<file path="src/rtl/gmc_pkg.sv">
// Package for the gate motor controller.
// Holds the gate state codes, configuration register indexes and reset values.
// No dependencies.
`timescale 1ns / 1ps

package gmc_pkg;

  typedef enum logic [2:0] {
    MODE_START   = 3'd0,
    MODE_ERROR   = 3'd1,
    MODE_CLOSED  = 3'd2,
    MODE_OPEN    = 3'd3,
    MODE_CLOSING = 3'd4,
    MODE_OPENING = 3'd5
  } gate_mode_t;

  localparam int unsigned CFG_INDEX_W = 2;
  localparam int unsigned CFG_DATA_W  = 16;

  localparam logic [CFG_INDEX_W-1:0] CFG_TRAVEL_TIMEOUT = 2'd0;
  localparam logic [CFG_INDEX_W-1:0] CFG_BLINK_HALF     = 2'd1;
  localparam logic [CFG_INDEX_W-1:0] CFG_SAMPLE_IVL     = 2'd2;

  localparam logic [CFG_DATA_W-1:0] TRAVEL_TIMEOUT_RST = 16'd500;
  localparam logic [CFG_DATA_W-1:0] BLINK_HALF_RST     = 16'd500;
  localparam logic [CFG_DATA_W-1:0] SAMPLE_IVL_RST     = 16'd100;

  // Active-low switch samples of one tick.
  typedef struct packed {
    logic button_n;
    logic closed_limit_n;
    logic open_limit_n;
  } gmc_sample_t;

  // Thresholds taken from the configuration registers.
  typedef struct packed {
    logic [CFG_DATA_W-1:0] travel_timeout;
    logic [CFG_DATA_W-1:0] blink_half;
    logic [CFG_DATA_W-1:0] sample_ivl;
  } gmc_cfg_t;

endpackage

</file>
<file path="src/rtl/gmc_cfg.sv">
// Configuration register file of the gate motor controller.
// Depends on gmc_pkg for register indexes and reset values.
`timescale 1ns / 1ps

module gmc_cfg
  import gmc_pkg::*;
(
  input  logic                   clk,
  input  logic                   rst_n,
  input  logic                   cfg_we,
  input  logic [CFG_INDEX_W-1:0] cfg_index,
  input  logic [CFG_DATA_W-1:0]  cfg_data,
  output gmc_cfg_t               cfg
);

  gmc_cfg_t cfg_r;

  always_ff @(posedge clk) begin
    if (!rst_n) begin
      cfg_r.travel_timeout <= TRAVEL_TIMEOUT_RST;
      cfg_r.blink_half     <= BLINK_HALF_RST;
      cfg_r.sample_ivl     <= SAMPLE_IVL_RST;
    end else if (cfg_we) begin
      case (cfg_index)
        CFG_TRAVEL_TIMEOUT: cfg_r.travel_timeout <= cfg_data;
        CFG_BLINK_HALF:     cfg_r.blink_half     <= cfg_data;
        CFG_SAMPLE_IVL:     cfg_r.sample_ivl     <= cfg_data;
        default: ;
      endcase
    end
  end

  assign cfg = cfg_r;

endmodule

</file>
<file path="src/rtl/gmc_step.sv">
// Next-state logic for one tick of the gate motor controller.
// Depends on gmc_pkg for the state codes, sample and configuration structs.
`timescale 1ns / 1ps

module gmc_step
  import gmc_pkg::*;
#(
  parameter int unsigned COUNT_WIDTH = 16
) (
  input  gmc_sample_t            smp,
  input  gmc_cfg_t               cfg,
  input  gate_mode_t             mode,
  input  logic [COUNT_WIDTH-1:0] sample_cnt,
  input  logic [COUNT_WIDTH-1:0] travel_cnt,
  input  logic                   travel_run,
  input  logic [COUNT_WIDTH-1:0] blink_cnt,
  input  logic                   yellow,
  output gate_mode_t             mode_nxt,
  output logic [COUNT_WIDTH-1:0] sample_cnt_nxt,
  output logic [COUNT_WIDTH-1:0] travel_cnt_nxt,
  output logic                   travel_run_nxt,
  output logic [COUNT_WIDTH-1:0] blink_cnt_nxt,
  output logic                   yellow_nxt
);

  localparam int unsigned EXT_W = (COUNT_WIDTH > CFG_DATA_W) ? COUNT_WIDTH : CFG_DATA_W;

  function automatic logic [COUNT_WIDTH-1:0] bump(input logic [COUNT_WIDTH-1:0] c);
    bump = (&c) ? c : c + 1'b1;
  endfunction

  // A zero threshold acts as one. A threshold beyond the counter range is reached
  // once the counter saturates, so no explicit clamp is needed.
  function automatic logic hit(input logic [COUNT_WIDTH-1:0] c,
                               input logic [CFG_DATA_W-1:0]  thr);
    logic [EXT_W-1:0] c_ext;
    logic [EXT_W-1:0] t_ext;
    c_ext = EXT_W'(c);
    t_ext = (thr == '0) ? EXT_W'(1) : EXT_W'(thr);
    hit = (c_ext >= t_ext) || (&c);
  endfunction

  logic pressed;
  logic cl;
  logic op;

  assign pressed = !smp.button_n;
  assign cl      = !smp.closed_limit_n;
  assign op      = !smp.open_limit_n;

  always_comb begin
    gate_mode_t             m;
    logic [COUNT_WIDTH-1:0] tc;
    logic                   run;
    logic [COUNT_WIDTH-1:0] bc;
    logic [COUNT_WIDTH-1:0] sc;
    logic                   yl;

    m   = mode;
    tc  = travel_cnt;
    run = travel_run;
    yl  = yellow;

    if (travel_run) begin
      tc = bump(travel_cnt);
      if (hit(tc, cfg.travel_timeout)) begin
        run = 1'b0;
        m   = MODE_ERROR;
      end
    end

    bc = bump(blink_cnt);
    sc = bump(sample_cnt);

    if (hit(sc, cfg.sample_ivl)) begin
      sc = '0;
      case (m)
        MODE_ERROR: begin
          if (hit(bc, cfg.blink_half)) begin
            yl = !yl;
            bc = '0;
          end
          if (pressed) m = MODE_START;
        end
        MODE_CLOSED: begin
          yl = 1'b0;
          if (pressed) begin
            m   = MODE_OPENING;
            tc  = '0;
            run = 1'b1;
          end
        end
        MODE_OPEN: begin
          yl = 1'b0;
          if (pressed) begin
            m   = MODE_CLOSING;
            tc  = '0;
            run = 1'b1;
          end
        end
        MODE_CLOSING: begin
          yl = 1'b0;
          if (cl && op) begin
            m   = MODE_ERROR;
            run = 1'b0;
          end else if (cl) begin
            m   = MODE_CLOSED;
            run = 1'b0;
          end
        end
        MODE_OPENING: begin
          yl = 1'b0;
          if (cl && op) begin
            m   = MODE_ERROR;
            run = 1'b0;
          end else if (op) begin
            m   = MODE_OPEN;
            run = 1'b0;
          end
        end
        default: begin
          // Start, and any unused code, decides from the limit switches.
          if (cl && op) begin
            m = MODE_ERROR;
          end else if (cl) begin
            m = MODE_CLOSED;
          end else begin
            m   = MODE_CLOSING;
            tc  = '0;
            run = 1'b1;
          end
        end
      endcase
    end

    mode_nxt       = m;
    sample_cnt_nxt = sc;
    travel_cnt_nxt = tc;
    travel_run_nxt = run;
    blink_cnt_nxt  = bc;
    yellow_nxt     = yl;
  end

endmodule

</file>
<file path="src/rtl/gate_motor_controller.sv">
// Gate motor controller top level: input register, state update and result register.
// Depends on gmc_pkg, gmc_cfg and gmc_step.
// Each input transaction is one 1 ms tick with the active-low button and limit switches;
// each tick yields exactly one result transaction with the motor drives, the lamps and the
// gate state after that tick. One tick is accepted every clock cycle unless in_stall is
// raised by a stalled result. Each accepted tick passes through the input register, then
// the state update into the result register, from which its result is offered.
// A stalled result holds both stages. Configuration registers are to be written only
// while no tick is in flight; the user is bound by this, the block does not enforce it.
`timescale 1ns / 1ps

module gate_motor_controller
  import gmc_pkg::*;
#(
  parameter int unsigned COUNT_WIDTH = 16
) (
  input  logic                   clk,
  input  logic                   rst_n,
  input  logic                   cfg_we,
  input  logic [CFG_INDEX_W-1:0] cfg_index,
  input  logic [CFG_DATA_W-1:0]  cfg_data,
  input  logic                   in_valid,
  output logic                   in_stall,
  input  logic                   in_button_n,
  input  logic                   in_closed_limit_n,
  input  logic                   in_open_limit_n,
  output logic                   out_valid,
  input  logic                   out_stall,
  output logic                   out_motor_open,
  output logic                   out_motor_close,
  output logic                   out_led_red,
  output logic                   out_led_blue,
  output logic                   out_led_yellow,
  output logic [2:0]             out_gate_state
);

  gmc_cfg_t cfg;

  gmc_cfg u_cfg (
    .clk       (clk),
    .rst_n     (rst_n),
    .cfg_we    (cfg_we),
    .cfg_index (cfg_index),
    .cfg_data  (cfg_data),
    .cfg       (cfg)
  );

  logic        adv;
  logic        in_vld_r;
  gmc_sample_t smp_r;
  logic        out_vld_r;
  gate_mode_t  out_mode_r;
  logic        out_yellow_r;

  gate_mode_t             mode_r, mode_nxt;
  logic [COUNT_WIDTH-1:0] sample_cnt_r, sample_cnt_nxt;
  logic [COUNT_WIDTH-1:0] travel_cnt_r, travel_cnt_nxt;
  logic                   travel_run_r, travel_run_nxt;
  logic [COUNT_WIDTH-1:0] blink_cnt_r, blink_cnt_nxt;
  logic                   yellow_r, yellow_nxt;

  // Both stages move together whenever the result register is free or being taken.
  assign adv      = !out_vld_r || !out_stall;
  assign in_stall = !adv;

  gmc_step #(
    .COUNT_WIDTH (COUNT_WIDTH)
  ) u_step (
    .smp            (smp_r),
    .cfg            (cfg),
    .mode           (mode_r),
    .sample_cnt     (sample_cnt_r),
    .travel_cnt     (travel_cnt_r),
    .travel_run     (travel_run_r),
    .blink_cnt      (blink_cnt_r),
    .yellow         (yellow_r),
    .mode_nxt       (mode_nxt),
    .sample_cnt_nxt (sample_cnt_nxt),
    .travel_cnt_nxt (travel_cnt_nxt),
    .travel_run_nxt (travel_run_nxt),
    .blink_cnt_nxt  (blink_cnt_nxt),
    .yellow_nxt     (yellow_nxt)
  );

  always_ff @(posedge clk) begin
    if (!rst_n) begin
      in_vld_r     <= 1'b0;
      out_vld_r    <= 1'b0;
      mode_r       <= MODE_START;
      sample_cnt_r <= '0;
      travel_cnt_r <= '0;
      travel_run_r <= 1'b0;
      blink_cnt_r  <= '0;
      yellow_r     <= 1'b0;
    end else if (adv) begin
      in_vld_r  <= in_valid;
      out_vld_r <= in_vld_r;
      if (in_vld_r) begin
        mode_r       <= mode_nxt;
        sample_cnt_r <= sample_cnt_nxt;
        travel_cnt_r <= travel_cnt_nxt;
        travel_run_r <= travel_run_nxt;
        blink_cnt_r  <= blink_cnt_nxt;
        yellow_r     <= yellow_nxt;
      end
    end
  end

  always_ff @(posedge clk) begin
    if (adv) begin
      smp_r.button_n       <= in_button_n;
      smp_r.closed_limit_n <= in_closed_limit_n;
      smp_r.open_limit_n   <= in_open_limit_n;
      out_mode_r           <= mode_nxt;
      out_yellow_r         <= yellow_nxt;
    end
  end

  assign out_valid       = out_vld_r;
  assign out_motor_open  = (out_mode_r == MODE_OPENING);
  assign out_motor_close = (out_mode_r == MODE_CLOSING);
  assign out_led_red     = (out_mode_r == MODE_CLOSED);
  assign out_led_blue    = (out_mode_r == MODE_OPEN);
  assign out_led_yellow  = (out_mode_r == MODE_ERROR) && out_yellow_r;
  assign out_gate_state  = out_mode_r;

endmodule
</file>
<file path="config.mk">
export PLATFORM = sky130hd
export DESIGN_NAME = gate_motor_controller
export DESIGN_NICKNAME = d
export VERILOG_FILES = /design/src/rtl/gmc_pkg.sv /design/src/rtl/gmc_cfg.sv /design/src/rtl/gmc_step.sv /design/src/rtl/gate_motor_controller.sv
export SDC_FILE = /design/constraint.sdc
export NUM_CORES = 1
export LEC_CHECK = 0
export BUFFER_PORTS_ARGS = -buffer_cell sky130_fd_sc_hd__buf_2
export CAP_MARGIN = 20
export CELL_PAD_IN_SITES_DETAIL_PLACEMENT = 1
export CELL_PAD_IN_SITES_GLOBAL_PLACEMENT = 1
export CORE_ASPECT_RATIO = 1.75
export CORE_MARGIN = 1.5
export CORE_UTILIZATION = 43
export DETAILED_ROUTE_END_ITERATION = 8
export GPL_ROUTABILITY_DRIVEN = 0
export PLACE_DENSITY = 0.73
export SLEW_MARGIN = 25
export SYNTH_ARGS = -nofsm -noshare
export SYNTH_HDL_FRONTEND = slang
export SYNTH_HIERARCHICAL = 1
export SYNTH_SLANG_ARGS = --single-unit
</file>
<file path="constraint.sdc">
create_clock -name clk -period 3.6 [get_ports clk]
set_input_delay 0.54 -clock clk [delete_from_list [all_inputs] [get_ports clk]]
set_output_delay 0.54 -clock clk [all_outputs]
set_load 0.02 [all_outputs]
</file>
Word-level counts from Yosys, hierarchy flattened:

Index checks and enable logic that the tools add are counted.

* word-level logic and storage cells: 106
* bits in registers: 110
* output and inout bits: 10

* magnitude comparators: 3
* mux-type cells: 43
* add/sub/neg operators: 3
* reductions and logical operators: 29
* equality and inequality tests: 12

Operators with widths (number)
* 2-to-1 mux 16 bit: 15
* AND reduction 16 bit: 6
* adder 16 x 1 -> 16 bit, second input constant: 3
* greater-or-equal comparator 16 bit: 3
* logical NOT 16 bit: 3
* 2-to-1 mux 3 bit: 12
* one-hot mux 16 bit (2 select lines): 1
* one-hot mux 3 bit (5 select lines): 1
* == test 3 x 2 -> 1 bit, second input constant: 4
* == test 3 bit, second input constant: 4
* 2-to-1 mux 1 bit: 12
* AND reduction 2 bit: 4
* == test 3 x 1 -> 1 bit, second input constant: 2
* logical NOT 1 bit: 6
* logical OR 1 bit: 4
* one-hot mux 1 bit (4 select lines): 1
* OR reduction 4 bit: 1
* OR reduction 3 bit: 1
* == test 2 x 1 -> 1 bit, second input constant: 1
* == test 2 bit, second input constant: 1
* logical AND 1 bit: 2
* logical NOT 2 bit: 1
* one-hot mux 1 bit (2 select lines): 1
* OR reduction 2 bit: 1

Depth between registers and ports, before layout:

Gate-level depths: netlist of the first run.

* depth in word-level cells: 10
* depth in mapped cells: 19
* mapped depth without buffers: 17

By module:

The synthesis of the first run kept the hierarchy.

By module, submodules not included
* gmc_step: area an instance 3642.2 µm², seq. area each 0.0 µm², cells each 549, times used 1
* gate_motor_controller: area an instance 2503.7 µm², seq. area each 1311.3 µm², cells each 251, times used 1
* gmc_cfg: area an instance 1894.3 µm², seq. area each 960.9 µm², cells each 179, times used 1

Worst setup path before layout of the first run:

No wires, ideal clock.

* path type: register -> register
* from: register sample_cnt_r[0]
* to: register out_yellow_r, data pin
* path slack: -270 ps
* stages on the path, launching flop included: 16
* buffers on the path: 0
* required time: 3340 ps
* arrival time: 3609 ps
* cell sequence: dfxtp_1 -> ha_1 -> nand4_1 -> nor3_1 -> a21oi_1 -> and3_1 -> xnor2_1 -> ha_1 -> a21o_1 -> a21o_1 -> a211oi_1 -> o21ai_0 -> a31oi_1 -> a22oi_1 -> a21boi_2 -> o211a_1

* longest elaborated chain between the ends: 5

Ends and longest elaborated chain
* from (decl): RTL line gate_motor_controller.sv:56 `logic [COUNT_WIDTH-1:0] sample_cnt_r, sample_cnt_nxt;`
* from (signal assigned): RTL line gate_motor_controller.sv:100 `sample_cnt_r <= sample_cnt_nxt;`
* adder 16 x 1 -> 16 bit or AND reduction 16 bit (tied branches): RTL line gmc_step.sv:29 `bump = (&c) ? c : c + 1'b1;`
* 2-to-1 mux 16 bit *: RTL line gmc_step.sv:29
* greater-or-equal comparator 16 bit or AND reduction 16 bit (tied branches): RTL line gmc_step.sv:40 `hit = (c_ext >= t_ext) || (&c);`
* logical OR 1 bit *: RTL line gmc_step.sv:40
* 2-to-1 mux 1 bit *: RTL line gmc_step.sv:75 `if (hit(sc, cfg.sample_ivl)) begin`
* named net yellow_nxt: RTL line gate_motor_controller.sv:60 `logic yellow_r, yellow_nxt;`
* to (signal assigned): RTL line gate_motor_controller.sv:115 `out_yellow_r <= yellow_nxt;`
* to (decl): RTL line gate_motor_controller.sv:53 `logic out_yellow_r;`

Mark *: on every way through the listed nets, which the timed path passes. The rest lies on a longest branch.
A chain may end at the register's enable or synchronous reset.

Final worst setup path of the first run:

* from: register travel_cnt_r[10]
* to: register blink_cnt_r[8]

* longest elaborated chain between the ends: 9

Ends and longest elaborated chain
* from (decl): RTL line gate_motor_controller.sv:57 `logic [COUNT_WIDTH-1:0] travel_cnt_r, travel_cnt_nxt;`
* from (signal assigned): RTL line gate_motor_controller.sv:101 `travel_cnt_r <= travel_cnt_nxt;`
* adder 16 x 1 -> 16 bit or AND reduction 16 bit (tied branches): RTL line gmc_step.sv:29
* 2-to-1 mux 16 bit *: RTL line gmc_step.sv:29
* greater-or-equal comparator 16 bit or AND reduction 16 bit (tied branches): RTL line gmc_step.sv:40
* logical OR 1 bit *: RTL line gmc_step.sv:40
* 2-to-1 mux 3 bit *: RTL line gmc_step.sv:66 `if (hit(tc, cfg.travel_timeout)) begin`
* 2-to-1 mux 3 bit *: RTL line gmc_step.sv:64 `if (travel_run) begin`
* == test 3 x 1 -> 1 bit *: RTL line gmc_step.sv:77 `case (m)`
* 2-to-1 mux 16 bit *: RTL line gmc_step.sv:77
* 2-to-1 mux 16 bit *: RTL line gmc_step.sv:75
* named net blink_cnt_nxt[8]: RTL line gate_motor_controller.sv:59 `logic [COUNT_WIDTH-1:0] blink_cnt_r, blink_cnt_nxt;`
* to (signal assigned): RTL line gate_motor_controller.sv:103 `blink_cnt_r <= blink_cnt_nxt;`
* to (decl): RTL line gate_motor_controller.sv:59

Marked as above.

==> results by stage, run 1 <==
Clock network:
- TritonCTS created 9 clock buffers.
- The clock-pin transition on the worst setup and hold timing paths is 80 ps.
- The number of hold buffers added after CTS was 0.
- The number of clock sinks is 110.
- The clock tree from TritonCTS is built.
- The CTS H-tree depth is 3.
- The clock latency on the worst-skew pair is 380 ps.
- The cell at the root of the clock tree is sky130_fd_sc_hd__clkbuf_16.
- The maximum root-to-sink buffer count is 2.

STA:
- The relative slew slack is 31.0%.
- Setup repair after global routing could not meet its margin everywhere.
- For the pin with the worst max-slew slack, the measured transition is 1030 ps.
- In the finished design, the share of the clock period the worst path needs comes to 102%.
- The number of hold violations in the final report is 0.
- The number of max-slew violations in the final report came to 0.
- Setup slack on the critical path of the routed design comes to -66.8 ps.
- The timing-limited maximum frequency is 0.273 GHz.
- After layout, the minimum clock period comes to 3670 ps.
- The total setup violations reported at the end of the flow is 9.
- The worst clock skew is 16.7 ps.

Drt:
- The via total after detailed routing is 7831.
- After detailed routing, the average wire length per cell comes to 19.7 um.
- The remaining antenna violation count is 0.
- The initial detailed-routing violation count is 254.
- The pre-antenna-repair detailed-routing pass consisted of 4 iterations.
- The count of unresolved DRC violations after routing is 0.
- After detailed routing, the number of vias per cell comes to 5.69.
- Summed over all layers, the routed wires come to 27200 um.

Final layout:
- After the last flow step, the layout net total stands at 1211.
- Cells fill 55.2% of the core in the end.
- The finished cells cover 10200 um^2.
- The number of fillers in the final layout is 2200.
- The area growth from synthesis to layout is 26.5%.
- In the final layout, the share of cells above drive strength 1 is 27.7%.
- The final antenna diode count is 0.

Synthesis:
- Synthesis inferred 110 register bits.
- The sequential area share after synthesis is 28.3%.
- The number of nets in the synthesized netlist is 1056.
- The cell area that synthesis handed to floorplanning was 8040 um^2.
- The post-synthesis async set-or-reset flop share is 0%.
- The count of flip-flops with a built-in enable after synthesis is 7.
- The post-synthesis area per instance is 8.21 um^2.
- The warning count from the yosys run is 6.
- Counting every instance in the synthesized netlist gives 979.
- The count of distinct cell types in the synthesized netlist is 73.
- The top flip-flop cell by instance count after synthesis is sky130_fd_sc_hd__dfxtp_1.

Run status:
- The run finished, with violations left.
- The final reports fail on negative setup slack.

Power:
- Of the total power, the clock network draws 40.3%.
- The total power per unit cell area is 255 nW/um^2.
- The net switching component of the power is 0.000735 W.
- Across the VDD grid, the largest voltage drop is 0.000223 V.
- The internal power of the cells totals 0.00186 W.
- Per report_power, the combinational group accounts for 10.3% of the total.
- In this run, flip-flops and latches consume 49.4% of the power.
- Of the total power, the share spent switching nets is 28.3%.
- For this design the static power due to leakage is 4.57 nW.

Worst hold path:
- The path type of the worst min-delay path is in2reg.
- The number of cells on the worst hold path is 1.
- In this run the most critical hold path is launched from in_closed_limit_n.
- The worst min-delay path endpoint is smp_r[1].

Job:
- Across the run, the number of max-cap violations was 0.

Setup path:
- Data on the critical path is required at its endpoint by 3880 ps.
- The critical register-to-register path startpoint is travel_cnt_r[10].
- The terminus of the critical flop-to-flop path is blink_cnt_r[8].
- The endpoint arrival time on the critical path is 3950 ps.
- The register-to-register setup slack is -70 ps.
- The number of cells on the worst reg-to-reg path is 19.
- The startpoint type of the worst setup path is a flop.
- The maximum net fanout on the critical path is 6.
- The critical path in this run is classified as reg2reg.
- The worst setup path is captured at a flop.

Floorplanning:
- The floorplan step defined a die boundary enclosing 19600 um^2.
- In this run the core area contains 66 standard-cell rows.
- The die boundary height is 184 um.
- The initial core utilization is 43.7%.
- The core region area is 18400 um^2.
- The top-level I/O count is 36.
- The chip width is 106 um.

Placed design:
- The placed wire-length estimate is 19300 um.
- Buffers placed on the I/O ports in this run total 35.
- Prior to clock tree synthesis, the placed netlist has a worst setup slack of -278 ps.
- The placed instances occupy a cell area of 9230 um^2.

GRT:
- The wire length of the first global-routing pass is 41300 um.
- The initial antenna violation count is 0.
- Entering global routing, the biggest net connects 85 pins.
- Global routing finished with a remaining overflow of 0.
- The via count of the first global-routing pass came to 7998.
- The global-route total usage across every layer is 27.0%.
[stage by stage]
step           hold slack [ps]  std cells  TNS, ps  total power [W]
2_1_floorplan              431        979    -8.65          0.00149
3_3_place_gp               449       1339    -5510          0.00155
3_5_place_dp               468       1339    -7950          0.00155
4_1_cts                    335       1366        0          0.00260
5_1_grt                    330       1377    -6820          0.00270
6_report                   344       1377     -279          0.00260
[critical path, stage by stage, from the launching register on]
cell,delay [ps]
sky130_fd_sc_hd__dfxtp_2,350
sky130_fd_sc_hd__buf_4,120
sky130_fd_sc_hd__buf_4,90
sky130_fd_sc_hd__nand4_1,180
sky130_fd_sc_hd__or3_4,390
sky130_fd_sc_hd__nor2_1,160
sky130_fd_sc_hd__xor2_1,180
sky130_fd_sc_hd__ha_1,270
sky130_fd_sc_hd__and3_4,190
sky130_fd_sc_hd__a221oi_4,350
sky130_fd_sc_hd__buf_4,170
sky130_fd_sc_hd__a21oi_2,50
sky130_fd_sc_hd__a21oi_2,190
sky130_fd_sc_hd__a21bo_2,180
sky130_fd_sc_hd__buf_6,150
sky130_fd_sc_hd__a21boi_4,80
sky130_fd_sc_hd__buf_6,170
sky130_fd_sc_hd__a21oi_2,110
sky130_fd_sc_hd__nand2_1,60
sky130_fd_sc_hd__mux2i_1,160
[state kept, by name, summed over array words and instances (netlist names)]
signal          flops
out_gate_state      3
smp_r               3
sample_cnt_r       16
in_vld_r            1
travel_cnt_r       16
u_cfg/cfg          48
yellow_r            1
out_valid           1
out_yellow_r        1
blink_cnt_r        16
mode_r              3
travel_run_r        1
[metal layers]
layer / global-route usage (%) / part of all wire, %
met5: 0 / 0
met4: 13.0 / 5.5
met2: 55.5 / 58
met3: 2.69 / 1.6
met1: 25.9 / 35
[layout by cell type, fill, tap and decap left out, types with 10 or more instances in the layout]
| cell | count |
|---|---|
| sky130_fd_sc_hd__nand2_1 | 194 |
| sky130_fd_sc_hd__buf_4 | 152 |
| sky130_fd_sc_hd__mux2i_1 | 113 |
| sky130_fd_sc_hd__dfxtp_1 | 94 |
| sky130_fd_sc_hd__inv_1 | 61 |
| sky130_fd_sc_hd__ha_1 | 47 |
| sky130_fd_sc_hd__nor2_1 | 42 |
| sky130_fd_sc_hd__buf_2 | 34 |
| sky130_fd_sc_hd__nor2b_1 | 23 |
| sky130_fd_sc_hd__nand3_1 | 23 |
| sky130_fd_sc_hd__nand4_1 | 22 |
| sky130_fd_sc_hd__a21oi_1 | 17 |
| sky130_fd_sc_hd__xnor2_1 | 16 |
| sky130_fd_sc_hd__xor2_1 | 15 |
| sky130_fd_sc_hd__a21o_1 | 15 |
| sky130_fd_sc_hd__and3_1 | 14 |
| sky130_fd_sc_hd__nor3_1 | 14 |
| sky130_fd_sc_hd__nor4_1 | 14 |
| sky130_fd_sc_hd__o21ai_0 | 12 |
| sky130_fd_sc_hd__buf_6 | 10 |
| sky130_fd_sc_hd__a21oi_2 | 10 |
[power groups by stage]
stage	Sequential (W)	Combinational (W)	Clock, W
2_1_floorplan	0.00131	0.000181	0
3_3_place_gp	0.00131	0.000238	0
3_5_place_dp	0.00131	0.000244	0
4_1_cts	0.00128	0.000251	0.00107
5_1_grt	0.00129	0.000288	0.00113
6_report	0.00128	0.000268	0.00105
[final cells by class]
| cell class | instances | area [um^2] | share of cell area (%) |
|---|---|---|---|
| Inverter | 61 | 229 | 2.25 |
| Tap cell | 238 | 298 | 2.93 |
| Timing Repair Buffer | 198 | 1470 | 14.5 |
| Clock inverter | 7 | 73.8 | 0.726 |
| Clock buffer | 9 | 225 | 2.21 |
| Multi-Input combinational cell | 754 | 5590 | 55.0 |
| Sequential cell | 110 | 2280 | 22.4 |
[cell families after synthesis]
kind of cell    after synthesis  synth area share [%]
compound gates              118                  10.7
flops                       110                  28.3
fa+ha+maj                    51                  7.94
simple gates                432                  26.6
mux                         118                  14.8
buf+inv                     115                  7.89
xor+xnor                     35                  3.81
[synth_stat cells, types with 8 or more instances]
library cell,count,area share [%]
sky130_fd_sc_hd__o21ai_0,15,0.93
sky130_fd_sc_hd__nand4_1,22,1.7
sky130_fd_sc_hd__a21oi_1,28,1.7
sky130_fd_sc_hd__ha_1,51,7.9
sky130_fd_sc_hd__nand2_1,198,9.2
sky130_fd_sc_hd__a21o_1,15,1.4
sky130_fd_sc_hd__nor4_1,21,1.6
sky130_fd_sc_hd__buf_2,16,1.0
sky130_fd_sc_hd__mux2i_1,114,14
sky130_fd_sc_hd__inv_1,61,2.8
sky130_fd_sc_hd__nor2b_1,25,1.9
sky130_fd_sc_hd__and4_1,8,0.87
sky130_fd_sc_hd__dfxtp_1,103,26
sky130_fd_sc_hd__a21boi_0,9,0.84
sky130_fd_sc_hd__and3_1,18,1.4
sky130_fd_sc_hd__nand3_1,26,1.6
sky130_fd_sc_hd__nor2_1,53,2.5
sky130_fd_sc_hd__xnor2_1,18,2.0
sky130_fd_sc_hd__nor3_1,18,1.1
sky130_fd_sc_hd__xor2_1,17,1.9
sky130_fd_sc_hd__clkbuf_1,20,0.93
[timing repair]
item / 4_1_cts / 5_1_grt
pin swaps: 14 / 45
setup endpoints to repair: 41 / 42
gates cloned: 1 / 0
setup buffers: 10 / 11
gates resized for setup: 39 / 73
[worst max-delay path by stage]
stage                                start              to  depth (start not counted)
after CTS                  travel_cnt_r[8]       mode_r[0]                         17
after global routing       travel_cnt_r[0]       mode_r[0]                         18
after global placement     travel_cnt_r[7]        yellow_r                         15
after detailed placement   travel_cnt_r[7]        yellow_r                         15
after floorplan             blink_cnt_r[0]    out_yellow_r                         13
final                     travel_cnt_r[10]  blink_cnt_r[8]                         19
No activity file was read; power rests on OpenSTA's default activity.
==> run 2, diff against run 1 <==
--- a/config.mk
+++ b/config.mk
@@ -11,10 +11,10 @@
 export CELL_PAD_IN_SITES_GLOBAL_PLACEMENT = 1
 export CORE_ASPECT_RATIO = 1.75
 export CORE_MARGIN = 1.5
-export CORE_UTILIZATION = 43
+export CORE_UTILIZATION = 37
 export DETAILED_ROUTE_END_ITERATION = 8
 export GPL_ROUTABILITY_DRIVEN = 0
-export PLACE_DENSITY = 0.73
+export PLACE_DENSITY = 0.64
 export SLEW_MARGIN = 25
 export SYNTH_ARGS = -nofsm -noshare
 export SYNTH_HDL_FRONTEND = slang
==> results by stage, run 2 (synthesized netlist as in run 1, its figures left out) <==
Run status:
- The flow ran to the end, but the final reports show violations.
- The checks that failed: negative setup slack.

Worst hold path:
- The startpoint of the most critical hold path is in_button_n.
- The worst min-delay path endpoint is smp_r[2].
- Counting instances, the worst hold path has a depth of 1.
- The worst hold path belongs to the class in2reg.

Floorplanning:
- The top-level I/O count is 36.
- The chip width is 114 um.
- The die outline area is 22700 um^2.
- The initial core utilization is 37.6%.
- The total area inside the core boundary comes to 21400 um^2.
- The number of rows created at floorplan is 71.
- The die boundary height is 198 um.

Placed design:
- The count of buffers added on input and output ports is 35.
- At the placement stage, the worst setup path has a slack of -432 ps.
- The number of placed instances, taps included, is 1393.
- The placed wire-length estimate is 19500 um.

Drt:
- The via density per instance is 5.27.
- After detailed routing, the average wire length per cell comes to 18.4 um.
- The remaining antenna violation count is 0.
- The count of unresolved DRC violations after routing is 0.
- The via total after detailed routing is 7606.
- The final wirelength is 26600 um.
- The initial detailed-routing violation count is 236.
- Before antenna repair, the detailed router went through 4 iterations.

Final layout:
- The count of placed standard cells in the final layout, fillers left out is 1442.
- The number of flip-flops under the largest register name is 48.
- In the layout the commonest cells are sky130_fd_sc_hd__nand2_1 (194), sky130_fd_sc_hd__buf_4 (159), sky130_fd_sc_hd__mux2i_1 (110).
- The most common cell after layout, fill and taps aside is sky130_fd_sc_hd__nand2_1.
- The final antenna diode count is 0.
- The post-route netlist has 30.4% of its cells at a drive strength greater than 1.
- The number of nets in the final layout is 1222.
- The area growth from synthesis to layout is 30.5%.

Setup path:
- The number of cells on the worst reg-to-reg path is 16.
- The most critical setup path has its startpoint at travel_cnt_r[3].
- The required time of the critical path is 3820 ps.
- The terminus of the critical flop-to-flop path is travel_cnt_r[0].
- The kind of critical path is reg2reg.
- The kind of end point of the critical path is a flop.
- The startpoint type of the worst setup path is a flop.
- The critical register-to-register path startpoint is travel_cnt_r[3].
- The endpoint arrival time on the critical path is 3850 ps.
- Along the worst path, the maximum fanout reaches 8.
- The register-to-register setup slack is -30 ps.

STA:
- The relative slew slack is 33.4%.
- Setup repair after global routing could not meet its margin everywhere.
- The number of hold violations in the final report came to 0.
- The least setup slack across all paths after layout is -32.2 ps.
- The final worst hold slack is 347 ps.
- Subtracting the final worst setup slack from the clock period gives 3630 ps.
- The slew at the pin closest to its max-slew limit is 1000 ps.
- The worst clock skew is 13.2 ps.
- The period utilization is 101%.
- The total setup violations reported at the end of the flow is 8.
- The timing-limited maximum frequency is 0.275 GHz.
- The number of max-slew violations in the final report is 0.

Power:
- The worst-case IR drop observed on VDD is 0.000176 V.
- The analysis attributes to cell leakage a power of 4.60 nW.
- The total power per unit cell area is 253 nW/um^2.
- The completed layout was analyzed and its total power is 0.00265 W.

Clock network:
- TritonCTS built the clock tree.
- The clock latency on the worst-skew pair is 370 ps.
- CTS saw 110 sinks.
- The CTS H-tree depth is 3.
- The maximum root-to-sink buffer count is 2.
- The TritonCTS buffer count is 9.
- The clock-pin transition on the worst setup and hold timing paths is 80 ps.
- Hold repair after CTS inserted 0 buffers.
- The cell at the root of the clock tree is sky130_fd_sc_hd__clkbuf_16.

GRT:
- Entering global routing, the biggest net connects 67 pins.
- The initial antenna violation count was 0.
- The wire length of the first global-routing pass is 40800 um.
- The global-route total usage across every layer is 23.2%.
- Summed over all layers, the global routing overflow is 0.
- The via count of the first global-routing pass is 7884.

Job:
- The count of max-cap constraint violations is 0.
## run 2: changes by cell type in the layout (fill, tap and decap cells not counted), moves of 4 or more
| cell | previous run | this run |
|---|---|---|
| sky130_fd_sc_hd__buf_4 | 152 | 159 |
| sky130_fd_sc_hd__dfxtp_1 | 94 | 88 |
| sky130_fd_sc_hd__nor2_4 | 8 | 13 |
| sky130_fd_sc_hd__dfxtp_2 | 9 | 14 |
| sky130_fd_sc_hd__nor2_1 | 42 | 35 |
| sky130_fd_sc_hd__o21ai_1 | 1 | 5 |
## run 2: layout make-up
cell class	instances	area [um^2]
well taps	292	365
clock buffers	9	225
repair buffers	209	1600
clock inverters	7	87.6
multi-input cells	754	5690
fillers	2594	10900
inverters	61	229
flip-flops and latches	110	2290
## run 2: repair_timing
item | 4_1_cts | 5_1_grt
cloned | 0 | 2
setup endpoints to repair | 41 | 49
pin swaps | 18 | 58
setup buffers | 10 | 20
gates resized for setup | 50 | 99
## run 2: worst max-delay path: stages (launching register included)
cell,delay (ps)
sky130_fd_sc_hd__dfxtp_2,360
sky130_fd_sc_hd__nand4_4,230
sky130_fd_sc_hd__o41ai_4,440
sky130_fd_sc_hd__buf_4,180
sky130_fd_sc_hd__nor3_2,40
sky130_fd_sc_hd__xor2_1,140
sky130_fd_sc_hd__ha_2,200
sky130_fd_sc_hd__or4_4,540
sky130_fd_sc_hd__a21oi_4,170
sky130_fd_sc_hd__o311ai_4,120
sky130_fd_sc_hd__a21oi_2,220
sky130_fd_sc_hd__a21bo_4,170
sky130_fd_sc_hd__and3_4,290
sky130_fd_sc_hd__clkbuf_16,200
sky130_fd_sc_hd__nor2_4,30
sky130_fd_sc_hd__nand2_1,60
sky130_fd_sc_hd__mux2i_1,70
## run 2: worst max-delay path by stage
stage	end	slack [ps]
floorplan	out_yellow_r	-9
detailed placement	travel_cnt_r[5]	-430
finish	travel_cnt_r[0]	-30
CTS	mode_r[0]	3
global route	blink_cnt_r[13]	-200
global placement	travel_cnt_r[4]	-290
## run 2: per-layer routing
metal,wire length [um],up-vias,track usage [%]
met5,0,-,0
met4,1280,0,11.2
met2,15300,98,47.4
met3,408,69,2.42
li1,-,3753,-
met1,9570,3686,22.3
## run 2: stage by stage
stage	TNS, ps	area [um^2]	util, %
6_report	-88.4	10500	49.0
5_1_grt	-4790	10500	49.0
4_1_cts	0	9910	46.3
3_5_place_dp	-12370	9320	43.5
3_3_place_gp	-7860	9320	43.5
2_1_floorplan	-8.65	8080	-
## run 2: power by group
group / switching, W / internal, W / leakage (nW) / total [W]
Clock: 0.000551 / 0.000561 / 0.155 / 0.00111
Combinational: 0.000148 / 0.000112 / 3.52 / 0.000260
Sequential: 0.0000258 / 0.00125 / 0.921 / 0.00128
Total: 0.000725 / 0.00193 / 4.60 / 0.00265
